--- config.mk ---
export PLATFORM = sky130hd
export DESIGN_NAME = json_string_unescape_utf8_flat
export DESIGN_NICKNAME = d
export VERILOG_FILES = /design/src/design/jsu_pkg.sv /design/src/design/jsu_in_if.sv /design/src/design/jsu_out_if.sv /design/src/design/json_string_unescape_utf8.sv /design/src/flat_wrapper.sv
export VERILOG_INCLUDE_DIRS = /design/src /design/src/design
export SDC_FILE = /design/constraint.sdc
export NUM_CORES = 1
export LEC_CHECK = 0
export BUFFER_PORTS_ARGS = -buffer_cell sky130_fd_sc_hd__buf_2
export CORE_MARGIN = 3
export CORE_UTILIZATION = 50
export CTS_BUF_LIST = sky130_fd_sc_hd__clkbuf_2 sky130_fd_sc_hd__clkbuf_4 sky130_fd_sc_hd__clkbuf_8
export CTS_CLUSTER_SIZE = 12
export DETAILED_ROUTE_END_ITERATION = 6
export GPL_ROUTABILITY_DRIVEN = 0
export PLACE_DENSITY_LB_ADDON = 0.05
export RECOVER_POWER = 50
export SKIP_LAST_GASP = 1
export SYNTH_ARGS = -nofsm -noshare
export SYNTH_HDL_FRONTEND = slang
export SYNTH_SLANG_ARGS = --single-unit
--- constraint.sdc ---
create_clock -name clk -period 4 [get_ports clk]
set_clock_uncertainty 0.2 [all_clocks]
set_input_delay 0.8 -clock clk [delete_from_list [all_inputs] [get_ports clk]]
set_output_delay 0.8 -clock clk [all_outputs]
set_load 0.03 [all_outputs]
--- src/design/json_string_unescape_utf8_defines.svh ---
// Assertion helpers used by json_string_unescape_utf8.sv.
`ifndef JSON_STRING_UNESCAPE_UTF8_DEFINES_SVH
`define JSON_STRING_UNESCAPE_UTF8_DEFINES_SVH

// Same-cycle implication, checked on every clock edge outside reset.
`define JSU_ASSERT_IMPL(label, ante, cons) \
  label: assert property (@(posedge clk) disable iff (rst) (ante) |-> (cons)) \
    else $error("jsu: implication check failed");

// Next-cycle implication, checked on every clock edge outside reset.
`define JSU_ASSERT_NEXT(label, ante, cons) \
  label: assert property (@(posedge clk) disable iff (rst) (ante) |=> (cons)) \
    else $error("jsu: next-cycle check failed");

`endif

--- src/design/jsu_pkg.sv ---
package jsu_pkg;

  localparam int unsigned ByteW   = 8;
  localparam int unsigned StatusW = 3;
  localparam int unsigned MaxRes  = 3;

  // Decoder modes.
  localparam logic [1:0] MODE_IDLE = 2'd0;
  localparam logic [1:0] MODE_STR  = 2'd1;
  localparam logic [1:0] MODE_ESC  = 2'd2;
  localparam logic [1:0] MODE_HEX  = 2'd3;

  // Result status codes.
  localparam logic [StatusW-1:0] ST_BYTE   = 3'd0;
  localparam logic [StatusW-1:0] ST_CLOSED = 3'd1;
  localparam logic [StatusW-1:0] ST_ESCTR  = 3'd2;
  localparam logic [StatusW-1:0] ST_UTR    = 3'd3;
  localparam logic [StatusW-1:0] ST_BADHEX = 3'd4;
  localparam logic [StatusW-1:0] ST_UNKESC = 3'd5;
  localparam logic [StatusW-1:0] ST_UNTERM = 3'd6;

  // Characters with a meaning in the string syntax.
  localparam logic [ByteW-1:0] CH_QUOTE = 8'h22;
  localparam logic [ByteW-1:0] CH_BSL   = 8'h5C;
  localparam logic [ByteW-1:0] CH_SLASH = 8'h2F;
  localparam logic [ByteW-1:0] CH_B     = 8'h62;
  localparam logic [ByteW-1:0] CH_F     = 8'h66;
  localparam logic [ByteW-1:0] CH_N     = 8'h6E;
  localparam logic [ByteW-1:0] CH_R     = 8'h72;
  localparam logic [ByteW-1:0] CH_T     = 8'h74;
  localparam logic [ByteW-1:0] CH_U     = 8'h75;

  localparam logic [ByteW-1:0] CTRL_BS  = 8'h08;
  localparam logic [ByteW-1:0] CTRL_FF  = 8'h0C;
  localparam logic [ByteW-1:0] CTRL_LF  = 8'h0A;
  localparam logic [ByteW-1:0] CTRL_CR  = 8'h0D;
  localparam logic [ByteW-1:0] CTRL_TAB = 8'h09;

  // UTF-8 framing bits.
  localparam logic [ByteW-1:0] UTF8_CONT  = 8'h80;
  localparam logic [ByteW-1:0] UTF8_LEAD2 = 8'hC0;
  localparam logic [ByteW-1:0] UTF8_LEAD3 = 8'hE0;

  typedef struct packed {
    logic [ByteW-1:0]   data;
    logic [StatusW-1:0] status;
  } res_t;

endpackage

--- src/design/jsu_in_if.sv ---
interface jsu_in_if import jsu_pkg::*; ();
  logic             valid;
  logic             ready;
  logic [ByteW-1:0] in_byte;
  logic             text_end;

  modport source (output valid, output in_byte, output text_end, input ready);
  modport sink (input valid, input in_byte, input text_end, output ready);
endinterface

--- src/design/jsu_out_if.sv ---
interface jsu_out_if import jsu_pkg::*; ();
  logic               valid;
  logic               ready;
  logic [ByteW-1:0]   out_byte;
  logic [StatusW-1:0] status;
  logic               last;

  modport source (output valid, output out_byte, output status, output last, input ready);
  modport sink (input valid, input out_byte, input status, input last, output ready);
endinterface

--- src/design/json_string_unescape_utf8.sv ---
// JSON string unescaper: takes the raw bytes of one quoted string on din, one byte per
// transaction, and delivers decoded bytes, the close, or an error code on dout. An input
// transaction is taken every cycle as long as each produces at most one result and dout
// is ready; the last hex digit of a \u escape yields up to three UTF-8 bytes, which
// leave the result register one per cycle while dout is ready, so din stalls behind
// them. Each byte passes through the input register and then the result register.
// The decoder returns to idle after every close or error; the next byte is then taken as
// a new opening quote.
`include "json_string_unescape_utf8_defines.svh"

module json_string_unescape_utf8
  import jsu_pkg::*;
(
  input  logic      clk,
  input  logic      rst,
  jsu_in_if.sink    din,
  jsu_out_if.source dout
);

  // Input register.
  logic             s1_valid;
  logic [ByteW-1:0] s1_byte;
  logic             s1_end;

  // Decoder state.
  logic [1:0]  mode;
  logic [1:0]  hex_count;
  logic [15:0] code_point;
  logic        bad_seen;

  logic [1:0]  mode_next;
  logic [1:0]  hex_count_next;
  logic [15:0] code_point_next;
  logic        bad_seen_next;

  // Result register: slot 0 is on dout, rem results are left.
  res_t       slot [MaxRes];
  logic [1:0] rem;

  res_t       r [MaxRes];
  logic [1:0] n;
  logic       hex_ok;
  logic [3:0] digit;
  logic [15:0] cp_shift;

  logic buf_free;
  logic load;
  logic in_ready;
  logic out_fire;

  assign out_fire = dout.valid && dout.ready;
  assign buf_free = (rem == 2'd0) || ((rem == 2'd1) && dout.ready);
  assign load     = s1_valid && buf_free;
  assign in_ready = !s1_valid || load;
  assign din.ready = in_ready;

  always_comb begin
    hex_ok = 1'b1;
    digit  = 4'd0;
    if (s1_byte inside {[8'h30:8'h39]}) begin
      digit = s1_byte[3:0];
    end else if (s1_byte inside {[8'h61:8'h66], [8'h41:8'h46]}) begin
      digit = s1_byte[3:0] + 4'd9;
    end else begin
      hex_ok = 1'b0;
    end
    cp_shift = {code_point[11:0], digit};
  end

  always_comb begin
    mode_next       = mode;
    hex_count_next  = hex_count;
    code_point_next = code_point;
    bad_seen_next   = bad_seen;
    n = 2'd0;
    for (int i = 0; i < MaxRes; i++) begin
      r[i] = '{data: '0, status: ST_BYTE};
    end

    case (mode)
      MODE_IDLE: begin
        if (!s1_end) begin
          mode_next = MODE_STR;
        end
      end
      MODE_STR: begin
        if (s1_end) begin
          r[0].status = ST_UNTERM;
          n = 2'd1;
          mode_next = MODE_IDLE;
        end else if (s1_byte == CH_QUOTE) begin
          r[0].status = ST_CLOSED;
          n = 2'd1;
          mode_next = MODE_IDLE;
        end else if (s1_byte == CH_BSL) begin
          mode_next = MODE_ESC;
        end else begin
          r[0].data = s1_byte;
          n = 2'd1;
        end
      end
      MODE_ESC: begin
        if (s1_end) begin
          r[0].status = ST_ESCTR;
          n = 2'd1;
          mode_next = MODE_IDLE;
        end else begin
          mode_next = MODE_STR;
          n = 2'd1;
          case (s1_byte)
            CH_QUOTE: r[0].data = CH_QUOTE;
            CH_BSL:   r[0].data = CH_BSL;
            CH_SLASH: r[0].data = CH_SLASH;
            CH_B:     r[0].data = CTRL_BS;
            CH_F:     r[0].data = CTRL_FF;
            CH_N:     r[0].data = CTRL_LF;
            CH_R:     r[0].data = CTRL_CR;
            CH_T:     r[0].data = CTRL_TAB;
            CH_U: begin
              n = 2'd0;
              mode_next = MODE_HEX;
            end
            default: begin
              r[0].status = ST_UNKESC;
              mode_next = MODE_IDLE;
            end
          endcase
        end
      end
      default: begin
        if (s1_end) begin
          r[0].status = ST_UTR;
          n = 2'd1;
          mode_next = MODE_IDLE;
        end else if (hex_count == 2'd3) begin
          // Fourth digit: report a bad digit or emit the code point as UTF-8.
          if (bad_seen || !hex_ok) begin
            r[0].status = ST_BADHEX;
            n = 2'd1;
            mode_next = MODE_IDLE;
          end else begin
            mode_next = MODE_STR;
            if (cp_shift[15:7] == '0) begin
              r[0].data = {1'b0, cp_shift[6:0]};
              n = 2'd1;
            end else if (cp_shift[15:11] == '0) begin
              r[0].data = UTF8_LEAD2 | {3'b000, cp_shift[10:6]};
              r[1].data = UTF8_CONT | {2'b00, cp_shift[5:0]};
              n = 2'd2;
            end else begin
              r[0].data = UTF8_LEAD3 | {4'b0000, cp_shift[15:12]};
              r[1].data = UTF8_CONT | {2'b00, cp_shift[11:6]};
              r[2].data = UTF8_CONT | {2'b00, cp_shift[5:0]};
              n = 2'd3;
            end
          end
        end else begin
          hex_count_next  = hex_count + 2'd1;
          code_point_next = cp_shift;
          bad_seen_next   = bad_seen || !hex_ok;
        end
      end
    endcase

    // Every way out of a \u escape, and every return to idle, clears the digit state.
    if (mode_next != MODE_HEX) begin
      hex_count_next  = 2'd0;
      code_point_next = 16'd0;
      bad_seen_next   = 1'b0;
    end
  end

  always_ff @(posedge clk) begin
    if (rst) begin
      s1_valid <= 1'b0;
    end else if (din.valid && in_ready) begin
      s1_valid <= 1'b1;
    end else if (load) begin
      s1_valid <= 1'b0;
    end
    if (din.valid && in_ready) begin
      s1_byte <= din.in_byte;
      s1_end  <= din.text_end;
    end
  end

  always_ff @(posedge clk) begin
    if (rst) begin
      mode       <= MODE_IDLE;
      hex_count  <= 2'd0;
      code_point <= 16'd0;
      bad_seen   <= 1'b0;
    end else if (load) begin
      mode       <= mode_next;
      hex_count  <= hex_count_next;
      code_point <= code_point_next;
      bad_seen   <= bad_seen_next;
    end
  end

  always_ff @(posedge clk) begin
    if (rst) begin
      rem <= 2'd0;
    end else if (load) begin
      rem <= n;
    end else if (out_fire) begin
      rem <= rem - 2'd1;
    end
    if (load) begin
      for (int i = 0; i < MaxRes; i++) begin
        slot[i] <= r[i];
      end
    end else if (out_fire) begin
      slot[0] <= slot[1];
      slot[1] <= slot[2];
    end
  end

  assign dout.valid    = (rem != 2'd0);
  assign dout.out_byte = slot[0].data;
  assign dout.status   = slot[0].status;
  assign dout.last     = (rem == 2'd1);

  `JSU_ASSERT_IMPL(a_event_is_single, dout.valid && (dout.status != ST_BYTE), dout.last)
  `JSU_ASSERT_IMPL(a_event_no_data, dout.valid && (dout.status != ST_BYTE), dout.out_byte == '0)
  `JSU_ASSERT_IMPL(a_idle_clean, mode != MODE_HEX, (hex_count == 2'd0) && (code_point == 16'd0) && !bad_seen)
  `JSU_ASSERT_NEXT(a_open_silent, load && (mode == MODE_IDLE), rem == 2'd0)

endmodule
--- src/flat_wrapper.sv ---
// flat-port wrapper written by rule: the top's interface ports become plain ports
module json_string_unescape_utf8_flat import jsu_pkg::*;
  (clk, rst, din_valid, din_in_byte, din_text_end, din_ready, dout_valid, dout_out_byte, dout_status, dout_last, dout_ready);
  jsu_in_if din_i ();
  jsu_out_if dout_i ();
  input  logic clk;
  input  logic rst;
  input wire logic [$bits(din_i.valid)-1:0] din_valid;
  input wire logic [$bits(din_i.in_byte)-1:0] din_in_byte;
  input wire logic [$bits(din_i.text_end)-1:0] din_text_end;
  output wire logic [$bits(din_i.ready)-1:0] din_ready;
  output wire logic [$bits(dout_i.valid)-1:0] dout_valid;
  output wire logic [$bits(dout_i.out_byte)-1:0] dout_out_byte;
  output wire logic [$bits(dout_i.status)-1:0] dout_status;
  output wire logic [$bits(dout_i.last)-1:0] dout_last;
  input wire logic [$bits(dout_i.ready)-1:0] dout_ready;
  assign din_i.valid = din_valid;
  assign din_i.in_byte = din_in_byte;
  assign din_i.text_end = din_text_end;
  assign din_ready = din_i.ready;
  assign dout_valid = dout_i.valid;
  assign dout_out_byte = dout_i.out_byte;
  assign dout_status = dout_i.status;
  assign dout_last = dout_i.last;
  assign dout_i.ready = dout_ready;
  json_string_unescape_utf8 u_core (.clk(clk), .rst(rst), .din(din_i), .dout(dout_i));
endmodule
# Yosys cells after proc, flatten, opt, wreduce, memory -nomap -nowiden
# Memory sizes are Yosys's and may differ from the RTL's.
# Cells that the tools add are included.
[totals]
ff_bits = 29
ramBits = 33
in_bits = 13
out_inout_bits = 14
wordCells = 137
memories = 1
[mem_list]
columns = ["memory", "depth", "width", "rd", "rd_ports_with_merged_regs", "write_ports", "line", "rtl"]
rows = [
  ["u_core.slot", 3, 11, 3, 0, 3, "json_string_unescape_utf8.sv:37", "res_t slot [MaxRes];"],
]
[classes]
add_sub_neg = 3
n_lt_le_gt_ge = 6
n_eq_ne = 17
n_mux = 76
bitwise_logic = 2
reduce_logical = 24
[ops]
columns = ["operator", "count"]
rows = [
  ["$mux 8", 16],
  ["$eq 8x7->1 const B", 7],
  ["$pmux 7 s8", 1],
  ["$mux 12", 4],
  ["$mux 2", 19],
  ["$pmux 11 s3", 1],
  ["$mux 11", 2],
  ["$mux 1", 19],
  ["$mux 19", 1],
  ["$eq 8x6->1 const B", 2],
  ["$ge 8x7->1 const B", 2],
  ["$le 8x7->1 const B", 2],
  ["$mux 3", 5],
  ["$mux 6", 2],
  ["$pmux 2 s3", 2],
  ["$logic_not 9->1", 1],
  ["$reduce_or 9->1", 1],
  ["$ge 8x6->1 const B", 1],
  ["$le 8x6->1 const B", 1],
  ["$mux 4", 2],
  ["$reduce_bool 2->1", 4],
  ["$reduce_or 8->1", 1],
  ["$logic_and 1x1->1", 7],
  ["$mux 7", 1],
  ["other kinds (15)", 24],
]

# Logic depth before layout (Yosys ltp)
# Gate-level depths: netlist of the first run.
[depth]
depth_word = 14
mapped_depth = 12
ltp_nobuf = 9

# Least setup slack after synthesis of the first run
# Ideal clock, no wire load.
[synth_path]
kind = "in2reg"
from = "input dout_ready"
to = "memory u_core.slot[0][21] in the netlist's numbering (data pin)"
setup_time_ns = 0.269
arrival_ns = 2.401
required_time_ns = 3.531
setup_slack_ns = 1.131
stages = 7
n_path_buf = 2
path_cell_list = "a21oi_1 > nand2b_1 > clkbuf_1 > clkinv_1 > nor2_1 > clkbuf_1 > o21ai_0"
[synth_rtl]
columns = ["element", "line", "rtl"]
rows = [
  ["start: declaration", "flat_wrapper.sv:16", "input wire logic [$bits(dout_i.ready)-1:0] dout_ready;"],
  ["end: declaration", "json_string_unescape_utf8.sv:37", ""],
]

# Worst setup path after layout of the first run
[layout_path]
from = "register u_core.s1_byte[0]"
to = "register u_core.code_point[1]"
[layout_between]
elab_chain_cells = 14
word_cells_on_any_way = 45
classes_between = "1 x add/sub; 6 x order compare; 13 x eq/ne; 17 x mux; 8 x reduce/logical"
[layout_lines]
columns = ["element", "line", "rtl"]
rows = [
  ["start: declaration", "json_string_unescape_utf8.sv:22", "logic [ByteW-1:0] s1_byte;"],
  ["start signal: assignment", "json_string_unescape_utf8.sv:182", "s1_byte <= din.in_byte;"],
  ["$ge 8x7->1 / $le 8x7->1 (equally long branches)", "json_string_unescape_utf8.sv:62", "end else if (s1_byte inside {[8'h61:8'h66], [8'h41:8'h46]}) begin"],
  ["$logic_and 1x1->1", "json_string_unescape_utf8.sv:62", ""],
  ["$reduce_bool 2->1", "json_string_unescape_utf8.sv:62", ""],
  ["$mux 1", "json_string_unescape_utf8.sv:62", ""],
  ["$mux 1", "json_string_unescape_utf8.sv:60", "if (s1_byte inside {[8'h30:8'h39]}) begin"],
  ["$logic_not 1->1", "json_string_unescape_utf8.sv:137", "if (bad_seen || !hex_ok) begin"],
  ["$logic_or 1x1->1", "json_string_unescape_utf8.sv:137", ""],
  ["$mux 1", "json_string_unescape_utf8.sv:137", ""],
  ["$mux 2", "json_string_unescape_utf8.sv:135", "end else if (hex_count == 2'd3) begin"],
  ["$mux 2", "json_string_unescape_utf8.sv:131", "if (s1_end) begin"],
  ["$pmux 2 s3", "json_string_unescape_utf8.sv:80", "case (mode)"],
  ["$ne 2x2->1", "json_string_unescape_utf8.sv:166", "if (mode_next != MODE_HEX) begin"],
  ["$ne 2x2->1 (no line) / $ne 2x1->1 (equally long branches)", "-", ""],
  ["$reduce_and 4->1 (no line)", "-", ""],
  ["end signal: assignment", "json_string_unescape_utf8.sv:196", "code_point <= code_point_next;"],
  ["end: declaration", "json_string_unescape_utf8.sv:28", "logic [15:0] code_point;"],
]
# Several ways; a longest one is shown, not always the timed one. The select of a mux whose other input is x is not followed.
# A chain may end at the register's enable or synchronous reset.

==> impl_metrics.py, run 1 <==
metrics = {
    "route": {
        "postRouteAntennaNets": 0,
        "drc": 0,
        "vias": 2638,
        "post_drt_wl_per_cell_um": 17.0,
        "drt_wl_total_um": 7380,
        "drtPass1Iterations": 5,
        "detail_route.iter0.violations": 204,
        "viasPerCell": 6.09,
    },
    "power": {
        "pwr-share-clk": 0.225,
        "p_seq_frac": 0.499,
        "p_int_uw": 951,
        "powerDensity_mw_per_mm2": 436,
        "p_sw_uw": 543,
        "comb_power_share": 0.276,
        "total_power_uw": 1490,
        "ir_worst_vdd_mv": 0.292,
        "p_leak_uw": 0.00123,
        "switching_share": 0.364,
    },
    "final_layout": {
        "multi_input_area_sq_mm": 0.00163,
        "antennaDiodeCount": 0,
        "post_route_cells_drive_above_1_share": 0.115,
        "fin_util": 0.560,
        "instances_no_fill": 433,
        "syn2layout_area_growth_pct": 4.38,
        "fillers": 533,
        "regArea_sq_mm": 0.00142,
        "nets": 381,
    },
    "floorplan": {
        "dieArea_sq_mm": 0.00758,
        "die_w_um": 87.1,
        "core_area_sq_mm": 0.00613,
        "ios": 27,
        "start_util": 0.536,
        "rows": 28,
        "dieHeight_um": 87.1,
    },
    "setup_path": {
        "r2r_start": "u_core.s1_byte[0]$_DFFE_PP_",
        "r2r-end": "u_core.code_point[1]$_SDFFE_PP0P_",
        "crit_path_end_kind": "flip-flop",
        "arrival_ns": 3.45,
        "crit_path_max_fanout": 8,
        "reg2reg_depth": 10,
        "required_ns": 4.05,
        "rrSetupSlack_ns": 0.60,
        "start_kind": "flip-flop",
        "crit_type": "reg -> reg",
    },
    "flow_run": {
        "cap_violations": 0,
    },
    "yosys": {
        "synth_enable_flop_cells": 34,
        "syn_area_sq_mm": 0.00329,
        "synthArstFlopShare": 0,
        "ys_ff_latch": 54,
        "synth_top_area_cell": "edfxtp_1",
        "synthCells": 349,
        "postSynthAreaPerCell_sq_um": 9.42,
        "syn-num-nets": 373,
        "synth_top_area_share": 0.311,
        "yosys-top-cells-area": "edfxtp_1, dfxtp_1, ha_1",
        "yosysSeqAreaShare": 0.432,
        "synth_ff_type": "edfxtp_1",
        "synth_cell_types": 59,
        "yosysWarningCount": 0,
    },
    "sta": {
        "relSlewSlack": 0.394,
        "whs_ns": 0.284,
        "hold_viol": 0,
        "finalSetupViolations": 0,
        "timing.final.crit_share": 0.850,
        "worst_pin_slew_ns": 0.907,
        "finalMaxSlewViolations": 0,
        "fin_crit_ns": 3.40,
        "tns_ns": 0,
        "fmaxAchievable_ghz": 0.294,
        "grt_setup_unrepaired": "false",
    },
    "hold_path": {
        "holdCritStartpoint": "u_core.hex_count[1]$_SDFFE_PP0P_",
        "min_to": "u_core.hex_count[1]$_SDFFE_PP0P_",
        "holdPathStages": 2,
        "hp-class": "reg -> reg",
    },
    "placed_design": {
        "portBuffers": 26,
        "dp_cells": 425,
        "dp_hpwl_um": 5530,
    },
    "grt": {
        "grt_max_degree": 26,
        "antenna_found_initial": 0,
        "grtUsageTotal": 0.201,
        "grt_pass1_wl_um": 12000,
        "grt_pass1_vias": 2338,
        "overflow": 0,
    },
    "clock_network": {
        "cts.sinks": 54,
        "post-cts-setup-buffers": 0,
        "clock_latency_ns": 0.32,
        "root_buffer": "clkbuf_8",
        "cts_tree": "yes",
        "cts_hold_buf": 0,
        "cts-resized-gates": 0,
        "path_clk_slew_ns": 0.11,
        "clockBufferDepth": 2,
        "cts_made_buffers": 5,
        "htree_levels": 2,
    },
    "outcome": {
        "status": "completed",
    },
}
-- cell usage in the layout, fill, tap and decap left out, types with 10 or more instances in the layout --
cell and instances:
nand2_1 33, o21ai_0 16, buf_2 14, nor3_1 15
ha_1 11, edfxtp_1 34, nor2_1 29, dfxtp_1 20
clkbuf_1 13, inv_1 12, a22oi_1 10, a21oi_1 20
mux2i_1 10
-- routing by layer --
layer  GRT usage  vias to the layer above  share of wire
met1       0.286                     1222           0.48
met4      0.0397                        0          0.015
met3      0.0473                       13          0.070
met5           0                        -              0
li1            -                     1304              -
met2       0.314                       99           0.43
-- sequential cells by signal, summed over array words and instances, names as in the netlist --
name / cells
u_core.bad_seen: 1
u_core.rem: 2
u_core.s1_byte: 8
u_core.code_point: 12
u_core.mode: 2
u_core.slot: 25
u_core.s1_valid: 1
u_core.s1_end: 1
u_core.hex_count: 2
-- worst max-delay path by stage --
stage                                 from                           endpoint  slack [ns]  depth (start not counted)
2_1_floorplan                   dout_ready       u_core.slot[0][21]$_DFFE_PP_        1.13                          7
3_3_place_gp   u_core.s1_byte[0]$_DFFE_PP_  u_core.code_point[3]$_SDFFE_PP0P_        0.78                         10
3_5_place_dp   u_core.s1_byte[0]$_DFFE_PP_  u_core.code_point[1]$_SDFFE_PP0P_        0.69                         10
4_1_cts        u_core.s1_byte[0]$_DFFE_PP_  u_core.code_point[1]$_SDFFE_PP0P_        0.64                         10
5_1_grt        u_core.s1_byte[0]$_DFFE_PP_  u_core.code_point[1]$_SDFFE_PP0P_        0.34                         10
6_report       u_core.s1_byte[0]$_DFFE_PP_  u_core.code_point[1]$_SDFFE_PP0P_        0.60                         10
-- kinds of logic (layout without fill, tap and decap cells) --
logic type	count (synthesis)	after routing	synth area share
buf+inv	42	51	0.0723
flops	54	54	0.432
simple gates	140	140	0.226
compound gates	84	84	0.169
fa+ha+maj	11	11	0.0419
mux	18	18	0.0579
-- worst max-delay path, stage by stage (launching register included) --
cell	delay, ns
edfxtp_1	0.51
inv_1	0.15
ha_1	0.23
or3b_2	0.48
a21oi_1	0.22
nor4_1	0.12
nand3b_1	0.25
a311oi_2	0.35
or3_1	0.36
buf_4	0.26
mux2i_1	0.20
-- cells in the mapped netlist (2+ instances only) --
cell and n:
buf_6 3, o21ai_1 2, a22oi_1 10, o22a_1 2, o221ai_1 2, or4b_1 2
nor2_1 29, mux2_2 4, nand3b_1 5, nor3_1 15, inv_1 12, o21ai_0 16
or4_1 6, nand2_1 33, or3_1 8, o31ai_1 3, nand3_1 7, nand2b_1 4
nor4_1 3, mux2i_1 10, dfxtp_1 20, edfxtp_1 34, and2_1 5, a211oi_1 4
o41ai_1 2, or2_2 5, o21bai_1 3, buf_4 12, ha_1 11, a21o_1 2
clkbuf_1 12, nor2b_1 8, o22ai_1 2, a21oi_1 20, mux2_1 4, a31oi_1 6
-- cell type report --
cell class | instances | share of cell area
Multi-Input combinational cell | 253 | 0.474
Sequential cell | 54 | 0.414
Timing Repair Buffer | 30 | 0.0412
Tap cell | 75 | 0.0274
Clock buffer | 5 | 0.0201
Inverter | 13 | 0.0142
Clock inverter | 3 | 0.00839
-- stage by stage --
step	setup WS, ns	cell area (sq um)
after floorplan	1.13	3290
after global placement	0.785	3350
after detailed placement	0.691	3350
after CTS	0.638	3450
after global routing	0.341	3430
final	0.600	3430
-- power groups by stage --
stage | Combinational (uW) | Clock (uW) | Sequential (uW)
floorplan | 382 | 0 | 739
global placement | 423 | 0 | 755
detailed placement | 424 | 0 | 757
CTS | 426 | 341 | 744
global route | 455 | 357 | 755
finish | 413 | 336 | 746
Power figures use the tool's default switching activity.
==> run 2, diff against run 1 <==
--- a/config.mk
+++ b/config.mk
@@ -6,6 +6,7 @@
 export SDC_FILE = /design/constraint.sdc
 export NUM_CORES = 1
 export LEC_CHECK = 0
+export ABC_AREA = 1
 export BUFFER_PORTS_ARGS = -buffer_cell sky130_fd_sc_hd__buf_2
 export CORE_MARGIN = 3
 export CORE_UTILIZATION = 50
==> constraint.sdc (replaced) <==
create_clock -name clk -period 3 [get_ports clk]
set_clock_uncertainty 0.2 [all_clocks]
set_input_delay 0.6 -clock clk [delete_from_list [all_inputs] [get_ports clk]]
set_output_delay 0.6 -clock clk [all_outputs]
set_load 0.03 [all_outputs]
==> run 2 against run 1 <==
Die area rose by 3.3%. Critical path type unchanged. Via count is 14% higher. Hold slack got worse by 0.023 ns. Register-to-register slack lost 0.22 ns. Sequential share of layout area decreased by 2.1 points. Fmax rose by 30%. Flip-flop and latch count did not move. Power grew 93%. First-iteration DRC count unchanged. Final cell count up 27%. Sequential power increased by 55%. Largest power group is now combinational logic. Design area increased by 5.4%.
==> impl_metrics.py, run 2 <==
metrics = {
    "route": {
        "viasPerCell": 5.44,
        "drt_wl_total_um": 7940,
        "detail_route.iter0.violations": 204,
        "drtPass1Iterations": 7,
        "vias": 3003,
        "postRouteAntennaNets": 0,
        "drc": 0,
        "post_drt_wl_per_cell_um": 14.4,
    },
    "floorplan": {
        "dieHeight_um": 88.5,
        "ios": 27,
        "rows": 29,
        "die_w_um": 88.5,
        "dieArea_sq_mm": 0.00783,
        "core_area_sq_mm": 0.00646,
        "start_util": 0.527,
    },
    "outcome": {
        "status": "completed",
    },
    "setup_path": {
        "critPathBufInv": 3,
        "setup.worst_path.start": "u_core.s1_byte[0]$_DFFE_PP_",
        "start_kind": "flip-flop",
        "critPathSlowestCell": "edfxtp_1",
        "crit_family": "simple AND/OR/NAND/NOR gates",
        "crit_type": "reg -> reg",
        "crit_path_max_fanout": 16,
        "slowest_delay_ns": 0.39,
        "worstPathCellList": "clkinv_1 -> ha_1 -> nand2_1 -> nor2_1 -> nand2_1 -> nand2_1 -> nor2_1 -> nand3_1 -> nand2_1 -> nand2_1 -> nand3_2 -> nand2_4 -> inv_4 -> nand2_1 -> inv_1 -> nor2_2",
        "r2r_start": "u_core.s1_byte[0]$_DFFE_PP_",
        "required_ns": 3.02,
        "arrival_ns": 2.64,
        "crit_path_end_kind": "flip-flop",
        "crit_path_frequent_cell": "nand2_1",
    },
    "power": {
        "comb_power_share": 0.453,
        "switching_share": 0.453,
        "p_seq_frac": 0.401,
        "p_sw_uw": 1310,
        "p_leak_uw": 0.00165,
        "total_power_uw": 2880,
        "p_int_uw": 1580,
        "pwr-share-clk": 0.146,
        "powerDensity_mw_per_mm2": 798,
        "ir_worst_vdd_mv": 0.370,
    },
    "yosys": {
        "synthCells": 454,
        "yosysWarningCount": 0,
        "ys_ff_latch": 54,
        "yosys-top-cells-area": "edfxtp_1, nand2_1, dfxtp_1",
        "synthArstFlopShare": 0,
        "synth_enable_flop_cells": 34,
        "synth_ff_type": "edfxtp_1",
        "postSynthAreaPerCell_sq_um": 7.50,
        "yosysMostFrequentCell": "nand2_1",
        "syn_area_sq_mm": 0.00340,
        "synth_cell_types": 41,
        "synth_top_area_share": 0.300,
        "syn-num-nets": 478,
        "synth_top_area_cell": "edfxtp_1",
        "yosysSeqAreaShare": 0.418,
        "synthTopCellsByCount": "nand2_1, inv_1, nor2_1, edfxtp_1, nand3_1",
    },
    "clock_network": {
        "cts_hold_buf": 0,
        "cts.sinks": 54,
        "root_buffer": "clkbuf_8",
        "cts_tree": "yes",
        "post-cts-setup-buffers": 0,
        "clock_latency_ns": 0.31,
        "cts_made_buffers": 5,
        "clockBufferDepth": 2,
        "cts-resized-gates": 0,
        "htree_levels": 2,
        "path_clk_slew_ns": 0.10,
    },
    "sta": {
        "hold_viol": 0,
        "tns_ns": 0,
        "fmaxAchievable_ghz": 0.381,
        "finalMaxSlewViolations": 0,
        "worst_pin_slew_ns": 0.755,
        "timing.final.crit_share": 0.874,
        "fin_crit_ns": 2.62,
        "grt_setup_unrepaired": "false",
        "relSlewSlack": 0.497,
        "finalSetupViolations": 0,
    },
    "final_layout": {
        "instances_no_fill": 552,
        "largest_register_ffs": 25,
        "nets": 498,
        "final_cell_mix": "nand2_1, inv_1, nor2_1",
        "antennaDiodeCount": 0,
        "final_common_cell": "nand2_1",
        "fillers": 649,
        "reg.largest.list": "u_core.slot (25), u_core.code_point (12), u_core.s1_byte (8)",
        "syn2layout_area_growth_pct": 6.21,
        "regMostFlops": "u_core.slot",
        "post_route_cells_drive_above_1_share": 0.120,
    },
    "placed_design": {
        "portBuffers": 26,
        "dp_hpwl_um": 5990,
        "dp_cells": 544,
    },
    "grt": {
        "antenna_found_initial": 0,
        "grt_pass1_vias": 2693,
        "grt_pass1_wl_um": 13100,
        "grt_max_degree": 20,
        "grtUsageTotal": 0.213,
        "overflow": 0,
    },
    "hold_path": {
        "hp-class": "in -> reg",
        "holdCritStartpoint": "din_in_byte[0]",
    },
    "flow_run": {
        "cap_violations": 0,
    },
}
-- run 2: routing by layer --
layer,part of all wire,routed length [um],vias to the layer above,track usage
li1,-,-,1502,-
met1,0.47,3770,1382,0.299
met2,0.45,3560,100,0.340
met3,0.054,425,19,0.0317
met4,0.023,180,0,0.0659
met5,0,0,-,0
-- run 2: final cells by class --
class                      count  area, sq um  share of cell area
timing repair buffer          31          149              0.0412
multi-input combinational    305         1560               0.432
clock inverter                 3         25.0             0.00692
tap                           77         96.3              0.0267
inverter                      77          293              0.0810
clock buffer                   5         68.8              0.0190
sequential                    54         1420               0.393
-- run 2: cell families after synthesis --
| logic type | after synthesis | share of synthesized area |
|---|---|---|
| AND/OR/NAND/NOR | 225 | 0.295 |
| buffers and inverters | 95 | 0.124 |
| AO/OA/AOI/OAI | 69 | 0.124 |
| flip-flops | 54 | 0.418 |
| adder cells (fa/ha/maj) | 11 | 0.0404 |
-- run 2: worst reg2reg max path: cells and delay by family (launching register included) --
| family | cells | cell delay, ns |
|---|---|---|
| DFF | 1 | 0.39 |
| buffers and inverters | 3 | 0.52 |
| adders and majority gates | 1 | 0.34 |
| and+or+nand+nor | 12 | 1.07 |
-- run 2: stage by stage --
step	setup WS [ns]	area, sq um	hold WS [ns]	utilization
2_1_floorplan	0.473	3400	0.294	-
3_3_place_gp	0.454	3540	0.314	0.548
3_5_place_dp	0.433	3540	0.315	0.548
4_1_cts	0.442	3630	0.255	0.563
5_1_grt	0.114	3610	0.248	0.560
6_report	0.378	3610	0.261	0.560
-- run 2: power by group through the flow --
stage	registers [uW]	clock network (uW)	logic, uW
after floorplan	1140	0	1090
after detailed placement	1170	0	1320
after global placement	1170	0	1320
final	1160	421	1310
after CTS	1160	430	1320
after global routing	1180	461	1460
-- run 2: final timing paths --
check	slack, ns	to	depth (start not counted)
worst max-delay path	0.38	u_core.code_point[4]$_SDFFE_PP0P_	16
worst min-delay path	0.26	u_core.s1_byte[0]$_DFFE_PP_	1
worst max register to register	0.38	u_core.code_point[4]$_SDFFE_PP0P_	16
worst min register to register	0.34	u_core.slot[0][14]$_DFFE_PP_	2
